--- src/tua_pkg.sv ---
package tua_pkg;

    // Field widths
    localparam int COORD_W    = 10;
    localparam int OFF_W      = 22;
    localparam int IDX_W      = OFF_W + 1;
    localparam int LOG2_W     = 4;
    localparam int PAGE_W     = 12;
    localparam int SHIFT_W    = 5;
    localparam int CFG_IDX_W  = 4;
    localparam int CFG_DATA_W = 4;

    // 128x128 page geometry of the swizzled 4-bit layout
    localparam logic [LOG2_W-1:0]  PAGE_LOG2   = 4'd7;
    localparam logic [SHIFT_W-1:0] PAGE_ROW_SH = 5'd6;
    localparam logic [SHIFT_W-1:0] PAGE_COL_SH = 5'd8;

    typedef enum logic [1:0] {
        FMT_DIRECT = 2'd0,
        FMT_PAL8   = 2'd1,
        FMT_PAL4   = 2'd2,
        FMT_RSVD   = 2'd3
    } fmt_t;

    typedef logic [CFG_IDX_W-1:0] cfg_idx_t;

    localparam cfg_idx_t REG_PIXEL_FORMAT   = 4'd0;
    localparam cfg_idx_t REG_SWIZZLE_ENABLE = 4'd1;
    localparam cfg_idx_t REG_LOG2_WIDTH     = 4'd2;
    localparam cfg_idx_t REG_LOG2_HEIGHT    = 4'd3;

    // Configuration as seen by the datapath (dimensions already clamped)
    typedef struct packed {
        fmt_t              fmt;
        logic              swz;
        logic [LOG2_W-1:0] lw;
        logic [LOG2_W-1:0] lh;
        logic [LOG2_W-1:0] hps;
        logic [LOG2_W-1:0] vps;
    } cfg_t;

    // First stage: range flag, linear index and swizzle partial terms
    typedef struct packed {
        logic               oor;
        logic [COORD_W-1:0] x;
        logic [COORD_W-1:0] y;
        logic [IDX_W-1:0]   lin;
        logic [OFF_W-1:0]   col;
        logic [OFF_W-1:0]   blk8;
        logic [OFF_W-1:0]   blk4;
        logic [PAGE_W-1:0]  page;
    } stage_a_t;

    // Finished texel address
    typedef struct packed {
        logic [OFF_W-1:0] off;
        logic             nib;
        logic             oor;
    } result_t;

endpackage

--- src/tua_if.sv ---
interface tua_coord_if import tua_pkg::*; ();
    logic               valid;
    logic               ready;
    logic [COORD_W-1:0] coord_x;
    logic [COORD_W-1:0] coord_y;

    modport source (output valid, coord_x, coord_y, input ready);
    modport sink   (input valid, coord_x, coord_y, output ready);
endinterface

interface tua_addr_if import tua_pkg::*; ();
    logic             valid;
    logic             ready;
    logic [OFF_W-1:0] byte_offset;
    logic             upper_nibble;
    logic             out_of_range;

    modport source (output valid, byte_offset, upper_nibble, out_of_range, input ready);
    modport sink   (input valid, byte_offset, upper_nibble, out_of_range, output ready);
endinterface

interface tua_cfg_if import tua_pkg::*; ();
    logic                  valid;
    logic                  ready;
    logic [CFG_IDX_W-1:0]  index;
    logic [CFG_DATA_W-1:0] data;

    modport source (output valid, index, data, input ready);
    modport sink   (input valid, index, data, output ready);
endinterface

--- src/tua_cfg.sv ---
module tua_cfg import tua_pkg::*; #(
    parameter int MAX_LOG2_DIM = 10
) (
    input  logic       clk,
    input  logic       rst_n,
    tua_cfg_if.sink    cfg,
    output cfg_t       cfg_q
);

    localparam logic [LOG2_W-1:0] MAX_L = LOG2_W'(MAX_LOG2_DIM);

    fmt_t              fmt_reg;
    logic              swz_reg;
    logic [LOG2_W-1:0] lw_reg;
    logic [LOG2_W-1:0] lh_reg;
    logic [LOG2_W-1:0] lw_c;
    logic [LOG2_W-1:0] lh_c;

    // Writes are always accepted
    assign cfg.ready = 1'b1;

    // Register file; unknown indices are dropped
    always_ff @(posedge clk or negedge rst_n)
    begin
        if (!rst_n)
        begin
            fmt_reg <= FMT_PAL8;
            swz_reg <= 1'b0;
            lw_reg  <= '0;
            lh_reg  <= '0;
        end
        else if (cfg.valid)
        begin
            unique case (cfg.index)
                REG_PIXEL_FORMAT:   fmt_reg <= fmt_t'(cfg.data[1:0]);
                REG_SWIZZLE_ENABLE: swz_reg <= cfg.data[0];
                REG_LOG2_WIDTH:     lw_reg  <= cfg.data[LOG2_W-1:0];
                REG_LOG2_HEIGHT:    lh_reg  <= cfg.data[LOG2_W-1:0];
                default:            ;
            endcase
        end
    end

    // Clamp dimensions and derive log2 page counts per row / column
    always_comb
    begin
        lw_c        = (lw_reg > MAX_L) ? MAX_L : lw_reg;
        lh_c        = (lh_reg > MAX_L) ? MAX_L : lh_reg;
        cfg_q.fmt   = fmt_reg;
        cfg_q.swz   = swz_reg;
        cfg_q.lw    = lw_c;
        cfg_q.lh    = lh_c;
        cfg_q.hps   = (lw_c > PAGE_LOG2) ? lw_c - PAGE_LOG2 : '0;
        cfg_q.vps   = (lh_c > PAGE_LOG2) ? lh_c - PAGE_LOG2 : '0;
    end

endmodule

--- src/tua_front.sv ---
module tua_front import tua_pkg::*; (
    input  logic       clk,
    input  logic       rst_n,
    input  cfg_t       cfg_q,
    tua_coord_if.sink  coord,
    output logic       a_valid,
    input  logic       a_ready,
    output stage_a_t   a_q
);

    logic               a_valid_reg;
    stage_a_t           a_reg;
    stage_a_t           a_next;
    logic               take;
    logic [COORD_W-1:0] x;
    logic [COORD_W-1:0] y;
    logic [LOG2_W-1:0]  lshift;
    logic               swap;

    // Stage advances when empty or when downstream takes its item
    assign coord.ready = !a_valid_reg || a_ready;
    assign take        = coord.valid && coord.ready;
    assign a_valid     = a_valid_reg;
    assign a_q         = a_reg;

    // Range check, linear index and swizzle partial terms
    always_comb
    begin
        x      = coord.coord_x;
        y      = coord.coord_y;
        lshift = (cfg_q.fmt == FMT_PAL4) ? cfg_q.lh : cfg_q.lw;
        // bit 2 of (y + 2)
        swap   = y[2] ^ y[1];

        a_next.x    = x;
        a_next.y    = y;
        a_next.oor  = (cfg_q.fmt == FMT_RSVD) || ((x >> cfg_q.lw) != '0)
                      || ((y >> cfg_q.lh) != '0);
        a_next.lin  = (IDX_W'(y) << cfg_q.lw) + IDX_W'(x);
        // interleaved column: row pair position and rotated x
        a_next.col  = (OFF_W'({y[3], y[2], y[0], 1'b0}) << lshift)
                      + OFF_W'({x[2] ^ swap, x[1:0], 2'b00});
        // 16x16 block base for 8-bit
        a_next.blk8 = (OFF_W'({y[9:4], 4'b0000}) << cfg_q.lw)
                      + OFF_W'({x[9:4], 5'b00000});
        // 32-wide block base inside a 4-bit page
        a_next.blk4 = (OFF_W'({x[6:5], 4'b0000}) << cfg_q.lh)
                      + OFF_W'({y[6:4], 5'b00000});
        a_next.page = (PAGE_W'(y[9:7]) << cfg_q.hps) + PAGE_W'(x[9:7]);
    end

    always_ff @(posedge clk or negedge rst_n)
    begin
        if (!rst_n)
        begin
            a_valid_reg <= 1'b0;
        end
        else if (coord.ready)
        begin
            a_valid_reg <= coord.valid;
        end
    end

    always_ff @(posedge clk)
    begin
        if (take)
        begin
            a_reg <= a_next;
        end
    end

endmodule

--- src/tua_back.sv ---
module tua_back import tua_pkg::*; (
    input  logic       clk,
    input  logic       rst_n,
    input  cfg_t       cfg_q,
    input  logic       a_valid,
    output logic       a_ready,
    input  stage_a_t   a_q,
    output logic       b_valid,
    input  logic       b_ready,
    output result_t    b_q
);

    logic              b_valid_reg;
    result_t           b_reg;
    result_t           b_next;
    logic [PAGE_W-1:0] pmask;
    logic [OFF_W-1:0]  pageloc;
    logic [OFF_W-1:0]  swz8;
    logic [OFF_W-1:0]  swz4;

    assign a_ready = !b_valid_reg || b_ready;
    assign b_valid = b_valid_reg;
    assign b_q     = b_reg;

    // Final sums and format select
    always_comb
    begin
        pmask   = (PAGE_W'(1) << cfg_q.vps) - PAGE_W'(1);
        pageloc = (OFF_W'(a_q.page >> cfg_q.vps) << (SHIFT_W'(cfg_q.lh) + PAGE_ROW_SH))
                  + (OFF_W'(a_q.page & pmask) << PAGE_COL_SH);
        swz8    = a_q.blk8 + a_q.col + OFF_W'({a_q.x[3], a_q.y[1]});
        swz4    = pageloc + a_q.blk4 + a_q.col + OFF_W'(a_q.x[4:3]);

        b_next.oor = a_q.oor;
        b_next.off = '0;
        b_next.nib = 1'b0;
        if (!a_q.oor)
        begin
            case (cfg_q.fmt)
                FMT_DIRECT:
                begin
                    b_next.off = {a_q.lin[OFF_W-3:0], 2'b00};
                end
                FMT_PAL8:
                begin
                    b_next.off = cfg_q.swz ? swz8 : a_q.lin[OFF_W-1:0];
                end
                FMT_PAL4:
                begin
                    b_next.off = cfg_q.swz ? swz4 : a_q.lin[IDX_W-1:1];
                    b_next.nib = cfg_q.swz ? a_q.y[1] : a_q.lin[0];
                end
                default:
                begin
                    b_next.off = '0;
                end
            endcase
        end
    end

    always_ff @(posedge clk or negedge rst_n)
    begin
        if (!rst_n)
        begin
            b_valid_reg <= 1'b0;
        end
        else if (a_ready)
        begin
            b_valid_reg <= a_valid;
        end
    end

    always_ff @(posedge clk)
    begin
        if (a_valid && a_ready)
        begin
            b_reg <= b_next;
        end
    end

endmodule

--- src/texture_unswizzle_address.sv ---
// Texel address generator for palettized and direct texture buffers.
// coord:  one transaction per texel (coord_x, coord_y); accepted on valid
//         and ready both high.
// addr:   one transaction per texel with byte_offset, upper_nibble (4-bit
//         formats) and out_of_range, in the order the coordinates came in.
// cfg:    register writes (index 0 pixel_format, 1 swizzle_enable,
//         2 log2_width, 3 log2_height); always ready, other indices are
//         dropped. Write only while no texel is in flight.
// Timing: three register stages (range and partial terms, final sums and
//         format select, output register); one texel per cycle is
//         sustained, limited only by the receiver.
// Stall:  each stage holds its item while the next one is full, so a
//         stalled receiver backs the pipe up and coord.ready falls once all
//         three stages hold data; nothing is dropped or repeated.
// Reset:  all stages empty, pixel_format 1 (8-bit index), linear layout,
//         width and height 1.
module texture_unswizzle_address import tua_pkg::*; #(
    parameter int MAX_LOG2_DIM = 10
) (
    input  logic         clk,
    input  logic         rst_n,
    tua_cfg_if.sink      cfg,
    tua_coord_if.sink    coord,
    tua_addr_if.source   addr
);

    cfg_t     cfg_q;
    logic     a_valid;
    logic     a_ready;
    stage_a_t a_q;
    logic     b_valid;
    logic     b_ready;
    result_t  b_q;
    logic     c_valid_reg;
    result_t  c_reg;

    tua_cfg #(
        .MAX_LOG2_DIM (MAX_LOG2_DIM)
    ) u_cfg (
        .clk   (clk),
        .rst_n (rst_n),
        .cfg   (cfg),
        .cfg_q (cfg_q)
    );

    tua_front u_front (
        .clk     (clk),
        .rst_n   (rst_n),
        .cfg_q   (cfg_q),
        .coord   (coord),
        .a_valid (a_valid),
        .a_ready (a_ready),
        .a_q     (a_q)
    );

    tua_back u_back (
        .clk     (clk),
        .rst_n   (rst_n),
        .cfg_q   (cfg_q),
        .a_valid (a_valid),
        .a_ready (a_ready),
        .a_q     (a_q),
        .b_valid (b_valid),
        .b_ready (b_ready),
        .b_q     (b_q)
    );

    // Output register
    assign b_ready = !c_valid_reg || addr.ready;

    always_ff @(posedge clk or negedge rst_n)
    begin
        if (!rst_n)
        begin
            c_valid_reg <= 1'b0;
        end
        else if (b_ready)
        begin
            c_valid_reg <= b_valid;
        end
    end

    always_ff @(posedge clk)
    begin
        if (b_valid && b_ready)
        begin
            c_reg <= b_q;
        end
    end

    assign addr.valid        = c_valid_reg;
    assign addr.byte_offset  = c_reg.off;
    assign addr.upper_nibble = c_reg.nib;
    assign addr.out_of_range = c_reg.oor;

    // Out-of-range texels carry a zero address
    a_oor_zero: assert property (@(posedge clk) disable iff (!rst_n)
        addr.valid && addr.out_of_range |-> addr.byte_offset == '0 && !addr.upper_nibble)
        else $error("out-of-range texel with non-zero address");

    // Nibble select only exists in the 4-bit format
    a_nib_fmt: assert property (@(posedge clk) disable iff (!rst_n)
        addr.valid && addr.upper_nibble |-> cfg_q.fmt == FMT_PAL4)
        else $error("upper_nibble set outside 4-bit format");

    // Reserved format code always flags the texel
    a_rsvd_oor: assert property (@(posedge clk) disable iff (!rst_n)
        addr.valid && cfg_q.fmt == FMT_RSVD |-> addr.out_of_range)
        else $error("reserved format without out_of_range");

    // Clamped dimensions never exceed the limit
    a_clamp: assert property (@(posedge clk) disable iff (!rst_n)
        1'b1 |-> cfg_q.lw <= LOG2_W'(MAX_LOG2_DIM) && cfg_q.lh <= LOG2_W'(MAX_LOG2_DIM))
        else $error("dimension clamp exceeded");

endmodule
--- src/flat_wrapper.sv ---
// flat-port wrapper written by rule: the top's interface ports become plain ports
module texture_unswizzle_address_flat import tua_pkg::*;
#(
    parameter int MAX_LOG2_DIM = 10
)
  (clk, rst_n, cfg_valid, cfg_index, cfg_data, cfg_ready, coord_valid, coord_coord_x, coord_coord_y, coord_ready, addr_valid, addr_byte_offset, addr_upper_nibble, addr_out_of_range, addr_ready);
  tua_cfg_if cfg_i ();
  tua_coord_if coord_i ();
  tua_addr_if addr_i ();
  input  logic clk;
  input  logic rst_n;
  input wire logic [$bits(cfg_i.valid)-1:0] cfg_valid;
  input wire logic [$bits(cfg_i.index)-1:0] cfg_index;
  input wire logic [$bits(cfg_i.data)-1:0] cfg_data;
  output wire logic [$bits(cfg_i.ready)-1:0] cfg_ready;
  input wire logic [$bits(coord_i.valid)-1:0] coord_valid;
  input wire logic [$bits(coord_i.coord_x)-1:0] coord_coord_x;
  input wire logic [$bits(coord_i.coord_y)-1:0] coord_coord_y;
  output wire logic [$bits(coord_i.ready)-1:0] coord_ready;
  output wire logic [$bits(addr_i.valid)-1:0] addr_valid;
  output wire logic [$bits(addr_i.byte_offset)-1:0] addr_byte_offset;
  output wire logic [$bits(addr_i.upper_nibble)-1:0] addr_upper_nibble;
  output wire logic [$bits(addr_i.out_of_range)-1:0] addr_out_of_range;
  input wire logic [$bits(addr_i.ready)-1:0] addr_ready;
  assign cfg_i.valid = cfg_valid;
  assign cfg_i.index = cfg_index;
  assign cfg_i.data = cfg_data;
  assign cfg_ready = cfg_i.ready;
  assign coord_i.valid = coord_valid;
  assign coord_i.coord_x = coord_coord_x;
  assign coord_i.coord_y = coord_coord_y;
  assign coord_ready = coord_i.ready;
  assign addr_valid = addr_i.valid;
  assign addr_byte_offset = addr_i.byte_offset;
  assign addr_upper_nibble = addr_i.upper_nibble;
  assign addr_out_of_range = addr_i.out_of_range;
  assign addr_i.ready = addr_ready;
  texture_unswizzle_address #(.MAX_LOG2_DIM(MAX_LOG2_DIM)) u_core (.clk(clk), .rst_n(rst_n), .cfg(cfg_i), .coord(coord_i), .addr(addr_i));
endmodule
--- config.mk ---
export PLATFORM = sky130hd
export DESIGN_NAME = texture_unswizzle_address_flat
export DESIGN_NICKNAME = d
export VERILOG_FILES = /design/src/tua_pkg.sv /design/src/tua_if.sv /design/src/tua_cfg.sv /design/src/tua_front.sv /design/src/tua_back.sv /design/src/texture_unswizzle_address.sv /design/src/flat_wrapper.sv
export SDC_FILE = /design/constraint.sdc
export NUM_CORES = 1
export LEC_CHECK = 0
export BUFFER_PORTS_ARGS = -buffer_cell sky130_fd_sc_hd__buf_2
export CORE_AREA = 10 10 204 206
export CTS_BUF_LIST = sky130_fd_sc_hd__clkbuf_4
export DETAILED_ROUTE_END_ITERATION = 10
export DIE_AREA = 0 0 214 216
export PLACE_DENSITY = 0.57
export SYNTH_ARGS = -nofsm -noshare
export SYNTH_HDL_FRONTEND = slang
export SYNTH_SLANG_ARGS = --single-unit
--- constraint.sdc ---
create_clock -name clk -period 8.8 [get_ports clk]
set_input_delay 0 -clock clk [delete_from_list [all_inputs] [get_ports clk]]
set_output_delay 0 -clock clk [all_outputs]
set_load 0.1 [all_outputs]
==> results of run 1 <==
## layout by cell type, fill, tap and decap left out, types with 15 or more instances in the layout
| master | synthesis | layout |
|---|---|---|
| o21ai_0 | 76 | 76 |
| mux2_2 | 15 | 15 |
| inv_1 | 58 | 58 |
| nand3_1 | 38 | 38 |
| and2_1 | 19 | 18 |
| nor2b_1 | 31 | 31 |
| o22ai_1 | 20 | 20 |
| ha_1 | 98 | 98 |
| mux2i_1 | 47 | 47 |
| nor2_1 | 108 | 108 |
| a21o_1 | 23 | 23 |
| edfxtp_1 | 142 | 142 |
| xnor2_1 | 48 | 48 |
| nor3_1 | 32 | 32 |
| clkbuf_4 | 0 | 20 |
| dlygate4sd3_1 | 0 | 38 |
| buf_2 | 10 | 58 |
| nand2_1 | 88 | 88 |
| fa_1 | 34 | 34 |
| nand2b_1 | 32 | 32 |
| a21oi_1 | 110 | 110 |
| conb_1 | 2 | 20 |
| xor2_1 | 27 | 27 |
## what timing repair did
item | CTS | global route
setup buffers | 0 | 0
endpoints found under the hold margin | 53 | 0
hold buffers | 38 | 0
## area by class of cell
class                      instances  share of cell area, %
antenna                            1                 0.0174
clock buffer                      20                   1.04
clock inverter                    12                  0.861
inverter                          61                   1.61
multi-input combinational       1074                   54.6
sequential                       156                   32.1
tap                              511                   4.44
timing repair buffer             108                   5.29
## stage by stage
step,area [sq um],hold slack [ns],worst slack (ns)
floorplan,13000,-0.296,2.18
global route,14400,0.0305,0.507
CTS,14400,0.0170,1.27
detailed placement,13700,-0.0297,1.32
finish,14400,0.0464,1.26
global placement,13700,-0.0337,1.47
## power by group
group	internal (uW)	switching [uW]
clock	177	263
combinational	1230	1960
sequential	972	130
## routing by layer
| layer | track usage (%) | share of wire (%) |
|---|---|---|
| met5 | 0 | 0 |
| met2 | 25.0 | 44 |
| met4 | 4.17 | 1.7 |
| met3 | 2.73 | 7.2 |
| met1 | 23.8 | 47 |
## worst max-delay path: stages, from the launching register on
cell      delay [ns]
dfrtp_1         0.80
o21ai_2         0.26
nand2_1         0.15
inv_1           0.07
ha_1            0.73
inv_1           0.20
nor2_1          0.53
a31oi_1         0.16
a32oi_1         0.41
mux4_2          0.35
nand2_1         0.06
o21ai_1         0.23
nand3_1         0.19
fa_1            0.53
inv_1           0.05
ha_1            0.29
ha_1            0.30
inv_1           0.08
o21bai_1        0.27
a21oi_1         0.18
o311ai_0        0.58
a31oi_1         0.21
a21oi_1         0.20
xnor2_1         0.16
nor3_1          0.06
nand4b_1        0.17
a21oi_1         0.18
## logic make-up (layout without fill, tap and decap cells)
kind of cell / count (synthesis) / count (layout)
AO/OA/AOI/OAI: 381 / 381
buffers and inverters: 125 / 201
adder cells (fa/ha/maj): 132 / 132
XOR/XNOR: 75 / 75
multiplexers: 64 / 64
AND/OR/NAND/NOR: 402 / 402
other: 2 / 21
flip-flops: 156 / 156
## worst max-delay path by stage
| stage | cells past startpoint | to | startpoint | slack, ns |
|---|---|---|---|---|
| after floorplan | 28 | u_core.u_back.b_q[19]$_SDFFCE_PP0P_ | u_core.u_cfg.lh_reg[2]$_DFFE_PN0P_ | 2.18 |
| after global placement | 26 | u_core.u_back.b_q[23]$_SDFFCE_PP0P_ | u_core.u_cfg.lh_reg[1]$_DFFE_PN0P_ | 1.47 |
| after detailed placement | 26 | u_core.u_back.b_q[23]$_SDFFCE_PP0P_ | u_core.u_cfg.lh_reg[1]$_DFFE_PN0P_ | 1.32 |
| after CTS | 26 | u_core.u_back.b_q[23]$_SDFFCE_PP0P_ | u_core.u_cfg.lh_reg[1]$_DFFE_PN0P_ | 1.27 |
| after global routing | 26 | u_core.u_back.b_q[23]$_SDFFCE_PP0P_ | u_core.u_cfg.lh_reg[1]$_DFFE_PN0P_ | 0.51 |
| final | 26 | u_core.u_back.b_q[23]$_SDFFCE_PP0P_ | u_core.u_cfg.lh_reg[1]$_DFFE_PN0P_ | 1.26 |
==> impl_metrics.yaml, run 1 <==
outcome:
  status: "finished, final reports clean"
place:
  dp_hpwl_microns: 30300
  placed_cells: 1872
  port_buffers: 58
  routabilityCongestion: 0.913
die:
  coreArea_sq_mm: 0.0374
  die_x_microns: 214
  dieHeight_microns: 216
  die-area_sq_mm: 0.0462
  io_pins: 60
  initial_core_util_pct: 34.6
  rows: 71
worst_setup_path:
  reg2reg_slack_ns: 1.26
  worstPathRequired_ns: 9.24
  crit_fanout: 22
  cp-start-kind: "flip-flop"
  r2r_cells: 26
  worstReg2RegStart: "u_core.u_cfg.lh_reg[1]$_DFFE_PN0P_"
  cp.arrival_ns: 7.98
  r2r-end: "u_core.u_back.b_q[23]$_SDFFCE_PP0P_"
  crit_path_end_kind: "flip-flop"
  worstSetupPathType: "flip-flop to flip-flop"
global_route:
  grt_pass1_wl_microns: 60200
  track_usage_pct: 16.5
  antenna_found_initial: 2
  grt_overflow: 0
  grt_pass1_vias: 10100
  grt_max_degree: 61
sta:
  timing.slew.headroom_pct: 27.8
  rsz0062_at_grt: "false"
  fmax_mhz: 133
  drv_slew: 0
  period_needed_ns: 7.54
  setup_viol: 0
  clock_skew_ns: 0.0199
  finalCritPeriodShare_pct: 85.7
  tightest_slew_ns: 1.08
  hold_viol: 0
  fin_setup_tns_ns: 0
synth:
  synthMuxAreaShare_pct: 5.29
  syn_inst: 1337
  synth.lib_cells_used.distinct: 93
  synth-seq-area-share_pct: 35.7
  yosys.area_share.simple_pct: 15.6
  synth_flop_cell: "edfxtp_1"
  synth-edff-count: 142
  synth_area_sq_mm: 0.0129
  synth_top_family_by_area: "compound AO/OA/AOI/OAI gates"
  synth_top_area_share_pct: 33.0
  syn_area_per_cell_sq_um: 9.67
  synth_top_area_cell: "edfxtp_1"
  synth_compound_area_share_pct: 19.5
  synth_fa_ha_area_share_pct: 14.7
  async_reset_ff_share_pct: 8.97
  yosysWarnings: 0
  synth-xor-area-share_pct: 5.08
  synth-seq-cells: 156
  synthTopCellsByCount: "142 x edfxtp_1, 110 x a21oi_1, 108 x nor2_1"
  synthTopCellsByArea: "edfxtp_1 33%, ha_1 9.5%, fa_1 5.3%"
  post-synth-top-count-cell: "edfxtp_1"
finish:
  nFillCells: 3731
  area_growth_pct: 11.3
  layout-drive-gt1-share_pct: 10.3
  post-route-util_pct: 38.5
  multi_input_area_sq_mm: 0.00786
  largest_reg_flops: 94
  seq_area_sq_mm: 0.00462
  layout.cells.non_filler: 1943
  fin_nets: 1583
detailed_routing:
  wl_microns: 39000
  wl_per_cell_microns: 20.0
  vias: 10500
  vias_per_cell: 5.38
  antenna_left: 0
  drt_iter0_drc: 1020
  first_pass_iters: 5
  drc: 0
job:
  maxCapViolations: 0
clocking:
  htree_levels: 4
  cts_num_sinks: 156
  cts_buffer_depth: 2
  root_buffer: "clkbuf_4"
  cts_buffers: 17
  clk_latency_ns: 0.58
  cts_resized: 0
  clk_pin_slew_ns: 0.13
  cts_tree: "done"
power_and_ir_drop:
  totalPowerFinal_uw: 4740
  powerDensity_mw_per_mm2: 329
  p_leak_uw: 0.00578
  peakVddDrop_mv: 0.169
hold_path:
  min_from: "coord_coord_x[1]"
  hp-class: "primary input to flip-flop"
  min_to: "u_core.u_front.a_q[59]$_DFFE_PP_"
  min_path_cells: 4
(Power assumes the default switching activity.)
==> inputs of run 2 (changes only) <==
Clock period 8.8 ns to 7.58 ns, I/O delays scaled along.
==> run 2 against run 1 <==
Net effect: count of clock-buffer cells in the layout down 2; largest cell class unchanged; die area unchanged; first-iteration DRC count down 3.2%; worst hold slack worse by 0.013 ns; critical path depth down 3; critical path type unchanged; global-route usage up 0.16 points; via count up 1.1%; power up 16%; routed wire length up 1.1%; sequential power up 13%; non-clock buffer count up 6; largest power group unchanged.
==> impl_metrics.yaml, run 2 (same netlist as run 1, synthesis figures left out) <==
global_route:
  grt_overflow: 0
  antenna_found_initial: 1
  grt_pass1_wl_microns: 60700
  grt_pass1_vias: 10000
  track_usage_pct: 16.7
  grt_max_degree: 61
finish:
  largest_reg_flops: 94
  nFillCells: 3745
  final_common_cell: "edfxtp_1"
  layout_common_cells: "142 x edfxtp_1, 110 x a21oi_1, 108 x nor2_1"
  fin_nets: 1589
  area_growth_pct: 11.7
  layout-drive-gt1-share_pct: 10.8
sta:
  setup_viol: 0
  fin_setup_tns_ns: 0
  final.setup.worst_slack_ns: 0.542
  clock_skew_ns: 0.0136
  fmax_mhz: 142
  hold_viol: 0
  drv_slew: 0
  rsz0062_at_grt: "false"
  period_needed_ns: 7.04
  finalCritPeriodShare_pct: 92.8
  tightest_slew_ns: 1.13
  timing.slew.headroom_pct: 24.4
hold_path:
  min_from: "coord_coord_x[9]"
  min_path_cells: 3
  hp-class: "primary input to flip-flop"
  min_to: "u_core.u_front.a_q[2]$_DFFE_PP_"
detailed_routing:
  first_pass_iters: 5
  drc: 0
  drt_iter0_drc: 987
  vias_per_cell: 5.43
  antenna_left: 0
  wl_microns: 39400
  wl_per_cell_microns: 20.2
  vias: 10600
place:
  port_buffers: 58
  routabilityCongestion: 0.943
  dp_hpwl_microns: 30800
  dp_slack_ns: 0.689
worst_setup_path:
  crit_path_end_kind: "flip-flop"
  r2r-end: "u_core.u_back.b_q[23]$_SDFFCE_PP0P_"
  reg2reg_slack_ns: 0.54
  worstSetupPathType: "flip-flop to flip-flop"
  crit_fanout: 34
  cp.arrival_ns: 7.47
  r2r_cells: 23
  cp-start-kind: "flip-flop"
  worstPathRequired_ns: 8.01
  worstReg2RegStart: "u_core.u_cfg.lh_reg[3]$_DFFE_PN0P_"
clocking:
  root_buffer: "clkbuf_4"
  postCtsSetupBuffers: 0
  cts_buffer_depth: 2
  cts_buffers: 17
  htree_levels: 4
  clk_latency_ns: 0.58
  cts_num_sinks: 156
  cts_tree: "done"
  clk_pin_slew_ns: 0.13
die:
  io_pins: 60
  dieHeight_microns: 216
  die_x_microns: 214
  coreArea_sq_mm: 0.0374
  die-area_sq_mm: 0.0462
  rows: 71
  initial_core_util_pct: 34.6
power_and_ir_drop:
  powerDensity_mw_per_mm2: 381
  totalPowerFinal_uw: 5500
  peakVddDrop_mv: 0.195
  p_leak_uw: 0.00580
outcome:
  status: "finished, final reports clean"
job:
  maxCapViolations: 0
run 2: changes by cell type in the layout (fill, tap and decap cells not counted):
cell	previous run	this run
clkbuf_4	20	18
clkinv_2	2	0
clkinvlp_4	1	4
inv_6	2	3
dlygate4sd3_1	38	37
buf_4	12	19
run 2: worst max-delay path by stage:
stage	startpoint	end	slack [ns]
2_1_floorplan	u_core.u_cfg.lh_reg[2]$_DFFE_PN0P_	u_core.u_back.b_q[19]$_SDFFCE_PP0P_	0.96
3_3_place_gp	u_core.u_cfg.lh_reg[3]$_DFFE_PN0P_	u_core.u_back.b_q[19]$_SDFFCE_PP0P_	0.72
3_5_place_dp	u_core.u_cfg.lh_reg[3]$_DFFE_PN0P_	u_core.u_back.b_q[23]$_SDFFCE_PP0P_	0.69
4_1_cts	u_core.u_cfg.lh_reg[3]$_DFFE_PN0P_	u_core.u_back.b_q[23]$_SDFFCE_PP0P_	0.64
5_1_grt	u_core.u_cfg.lh_reg[3]$_DFFE_PN0P_	u_core.u_back.b_q[23]$_SDFFCE_PP0P_	0.13
6_report	u_core.u_cfg.lh_reg[3]$_DFFE_PN0P_	u_core.u_back.b_q[23]$_SDFFCE_PP0P_	0.54
run 2: through the flow:
| step | hold WS [ns] | utilization (%) | instance area [sq um] | std cells |
|---|---|---|---|---|
| finish | 0.0334 | 38.6 | 14400 | 1949 |
| global route | 0.0241 | 38.6 | 14400 | 1949 |
| CTS | 0.00135 | 38.6 | 14400 | 1948 |
| detailed placement | -0.0310 | 36.9 | 13800 | 1879 |
| global placement | -0.0394 | 36.9 | 13800 | 1879 |
| floorplan | -0.296 | - | 13000 | 1355 |
run 2: worst max-delay path, stage by stage, from the launching register on:
cell	delay, ns
dfrtp_1	0.43
buf_4	0.25
a21o_1	0.21
ha_1	0.55
inv_1	0.17
nor2_1	0.58
a22oi_1	0.23
o211a_1	0.33
mux4_2	0.54
o21ai_2	0.17
o21ba_1	0.14
o22ai_1	0.10
fa_1	0.52
fa_1	0.43
ha_1	0.25
or4_1	0.40
a21oi_1	0.29
o311ai_0	0.30
a31oi_1	0.27
a21oi_1	0.11
xnor2_1	0.19
nor3_1	0.06
nand4b_1	0.18
a21oi_1	0.19
run 2: layout make-up:
cell class	count	area, sq um	area share [%]
diodes	1	2.50	0.0173
flip-flops and latches	156	4620	32.0
repair buffers	114	803	5.56
inverters	61	231	1.60
well taps	511	639	4.43
clock inverters	14	145	1.01
clock buffers	18	135	0.936
multi-input cells	1074	7860	54.5
run 2: repair_timing:
action,4_1_cts,5_1_grt
hold endpoints to repair,51,0
hold buffers,37,0
resized for setup,0,0
run 2: power breakdown:
group          internal (uW)  switching [uW]  total, uW
Clock                    199             315        514
Combinational           1440            2310       3750
Sequential              1130             112       1240
run 2: per-layer routing:
metal | track usage, % | vias up | part of all wire, %
met5 | 0 | - | 0
met4 | 3.28 | 0 | 1.2
li1 | - | 5087 | -
met3 | 2.25 | 31 | 5.5
met1 | 24.2 | 5090 | 49
met2 | 25.8 | 366 | 44
==> inputs of run 3 (changes only) <==
Settings changed: BUFFER_PORTS_ARGS -buffer_cell sky130_fd_sc_hd__buf_2 to not set, CORE_AREA 10 10 204 206 to 10 10 215 217, DIE_AREA 0 0 214 216 to 0 0 225 227, DONT_BUFFER_PORTS set to 1, PLACE_DENSITY 0.57 to 0.55, SYNTH_HIERARCHICAL set to 1.
==> run 3 against run 2 <==
Net effect: register-to-register slack improved by 0.19 ns; clock power decreased by 4%; critical path depth decreased by 2; worst hold slack improved by 0.046 ns; sequential cell count unchanged; cell count increased by 3.1%; area after synthesis increased by 7.9%; die area increased by 10%; sequential power increased by 11%; core utilization decreased by 2.6 points; count of clock-buffer cells in the layout decreased by 1.
==> impl_metrics.yaml, run 3 <==
outcome:
  status: "finished, final reports clean"
place:
  routabilityCongestion: 0.931
  placed_cells: 1931
  dp_hpwl_microns: 33000
  port_buffers: 0
  place_area_sq_mm: 0.0143
global_route:
  antenna_found_initial: 2
  grt_overflow: 0
  use_met1_pct: 23.1
  grt_pass1_wl_microns: 64800
  busiest_layer: "met2"
  grt_pass1_vias: 10300
  track_usage_pct: 16.7
  grt_util_met2_pct: 26.3
  grt_max_degree: 77
  grtUsageMet3_pct: 2.93
clocking:
  cts_hold_buf: 42
  cts_resized: 0
  cts_num_sinks: 156
  cts_tree: "done"
  cts_buffer_depth: 2
  root_buffer: "clkbuf_4"
  htree_levels: 4
  clk_pin_slew_ns: 0.14
  cts_buffers: 17
  postCtsSetupBuffers: 0
  clk_latency_ns: 0.63
worst_setup_path:
  crit_family: "compound AO/OA/AOI/OAI gates"
  cp_cell_sequence: "o21ai_0 -> and2_1 -> nor2b_2 -> mux2_2 -> mux2i_1 -> o22ai_1 -> mux4_2 -> o21ai_0 -> o22ai_1 -> fa_1 -> fa_1 -> ha_1 -> a21oi_1 -> o21ai_1 -> a221o_1 -> a221o_1 -> a31o_2 -> a21oi_1 -> mux2i_1 -> nand3_1 -> a31oi_1"
  cp_slowest_cell: "nor2b_2"
  worstSetupPathType: "flip-flop to flip-flop"
  crit_fanout: 13
  slowest_delay_ns: 0.58
  crit_path_end_kind: "flip-flop"
  cp-start-kind: "flip-flop"
  cp.arrival_ns: 7.31
  worstPathRequired_ns: 8.04
  cp_num_buf_inv: 0
finish:
  area_growth_pct: 7.66
  fin_area_sq_mm: 0.0150
  layout.cells.non_filler: 2009
  layout_common_cells: "142 x edfxtp_1, 129 x nor2_1, 113 x a21oi_1"
  final_common_cell: "edfxtp_1"
  largest_reg_flops: 94
  fin_nets: 1627
  layout-drive-gt1-share_pct: 8.53
  nFillCells: 4208
sta:
  clock_skew_ns: 0.0305
  finalCritPeriodShare_pct: 90.3
  tightest_slew_ns: 1.11
  timing.slew.headroom_pct: 26.0
  hold_viol: 0
  setup_viol: 0
  fmax_mhz: 146
  drv_slew: 0
  fin_setup_tns_ns: 0
  period_needed_ns: 6.85
  rsz0062_at_grt: "false"
power_and_ir_drop:
  powerDensity_mw_per_mm2: 372
  peakVddDrop_mv: 0.180
  p_leak_uw: 0.00594
die:
  dieHeight_microns: 227
  coreArea_sq_mm: 0.0418
  die-area_sq_mm: 0.0511
  rows: 75
  io_pins: 60
  initial_core_util_pct: 33.4
  die_x_microns: 225
synth:
  synth_area_sq_mm: 0.0139
  syn_inst: 1457
  yosysWarnings: 6
  syn_area_per_cell_sq_um: 9.57
detailed_routing:
  antenna_left: 0
  wl_microns: 42900
  wl_per_cell_microns: 21.3
  first_pass_iters: 6
  vias: 11000
  drc: 0
  vias_per_cell: 5.45
  drt_iter0_drc: 914
hold_path:
  hp-class: "primary input to flip-flop"
job:
  maxCapViolations: 0
-- run 3: final cells by class --
| cell class | count | area (sq um) | area share [%] |
|---|---|---|---|
| timing repair buffer | 59 | 548 | 3.65 |
| sequential | 156 | 4620 | 30.7 |
| inverter | 90 | 338 | 2.25 |
| multi-input combinational | 1129 | 8560 | 57.0 |
| clock buffer | 17 | 128 | 0.850 |
| antenna | 4 | 10.0 | 0.0667 |
| clock inverter | 15 | 138 | 0.917 |
| tap | 539 | 674 | 4.49 |
-- run 3: per-stage QoR --
stage,util [%],hold WS [ns],worst slack (ns),power [uW]
2_1_floorplan,-,-0.296,1.59,4040
3_3_place_gp,34.3,-0.295,0.922,4980
3_5_place_dp,34.3,-0.295,0.733,5000
4_1_cts,35.9,0.0108,0.692,5570
5_1_grt,36.0,0.00279,0.248,6030
6_report,36.0,0.0797,0.734,5590
-- run 3: per-layer routing --
metal / up-vias / share of wire [%]
li1: 5273 / -
met1: 5293 / 47
met2: 339 / 45
met3: 46 / 5.7
met4: 0 / 2.5
met5: - / 0
-- run 3: power breakdown --
part	internal, uW	switching [uW]
registers	1150	232
logic	1450	2260
clock network	167	328
total	2770	2820
-- run 3: final timing paths --
path,startpoint,end,slack (ns),depth (start not counted)
setup / recovery,u_core/u_cfg/lh_reg[3]$_DFFE_PN0P_,u_core/u_back/b_q[22]$_SDFFCE_PP0P_,0.73,21
hold / removal,coord_valid,u_core/u_front/a_valid$_DFFE_PN0N_,0.08,2
setup reg to reg,u_core/u_cfg/lh_reg[3]$_DFFE_PN0P_,u_core/u_back/b_q[22]$_SDFFCE_PP0P_,0.73,21
hold reg to reg,u_core/u_back/b_q[13]$_SDFFCE_PP0P_,u_core/addr.byte_offset[11]$_DFFE_PP_,0.43,0
max in group asynchronous,rst_n,u_core/u_cfg/swz_reg$_DFFE_PN0P_,6.40,2
min in group asynchronous,rst_n,u_core/u_cfg/lh_reg[0]$_DFFE_PN0P_,0.58,2
-- run 3: worst reg2reg max path: cells and delay by family (launching register included) --
| family | cells | cell delay, ns |
|---|---|---|
| AOI/OAI and AO/OA | 11 | 2.43 |
| adders and majority gates | 3 | 1.43 |
| DFF | 1 | 0.49 |
| muxes | 4 | 1.46 |
| and+or+nand+nor | 3 | 0.89 |
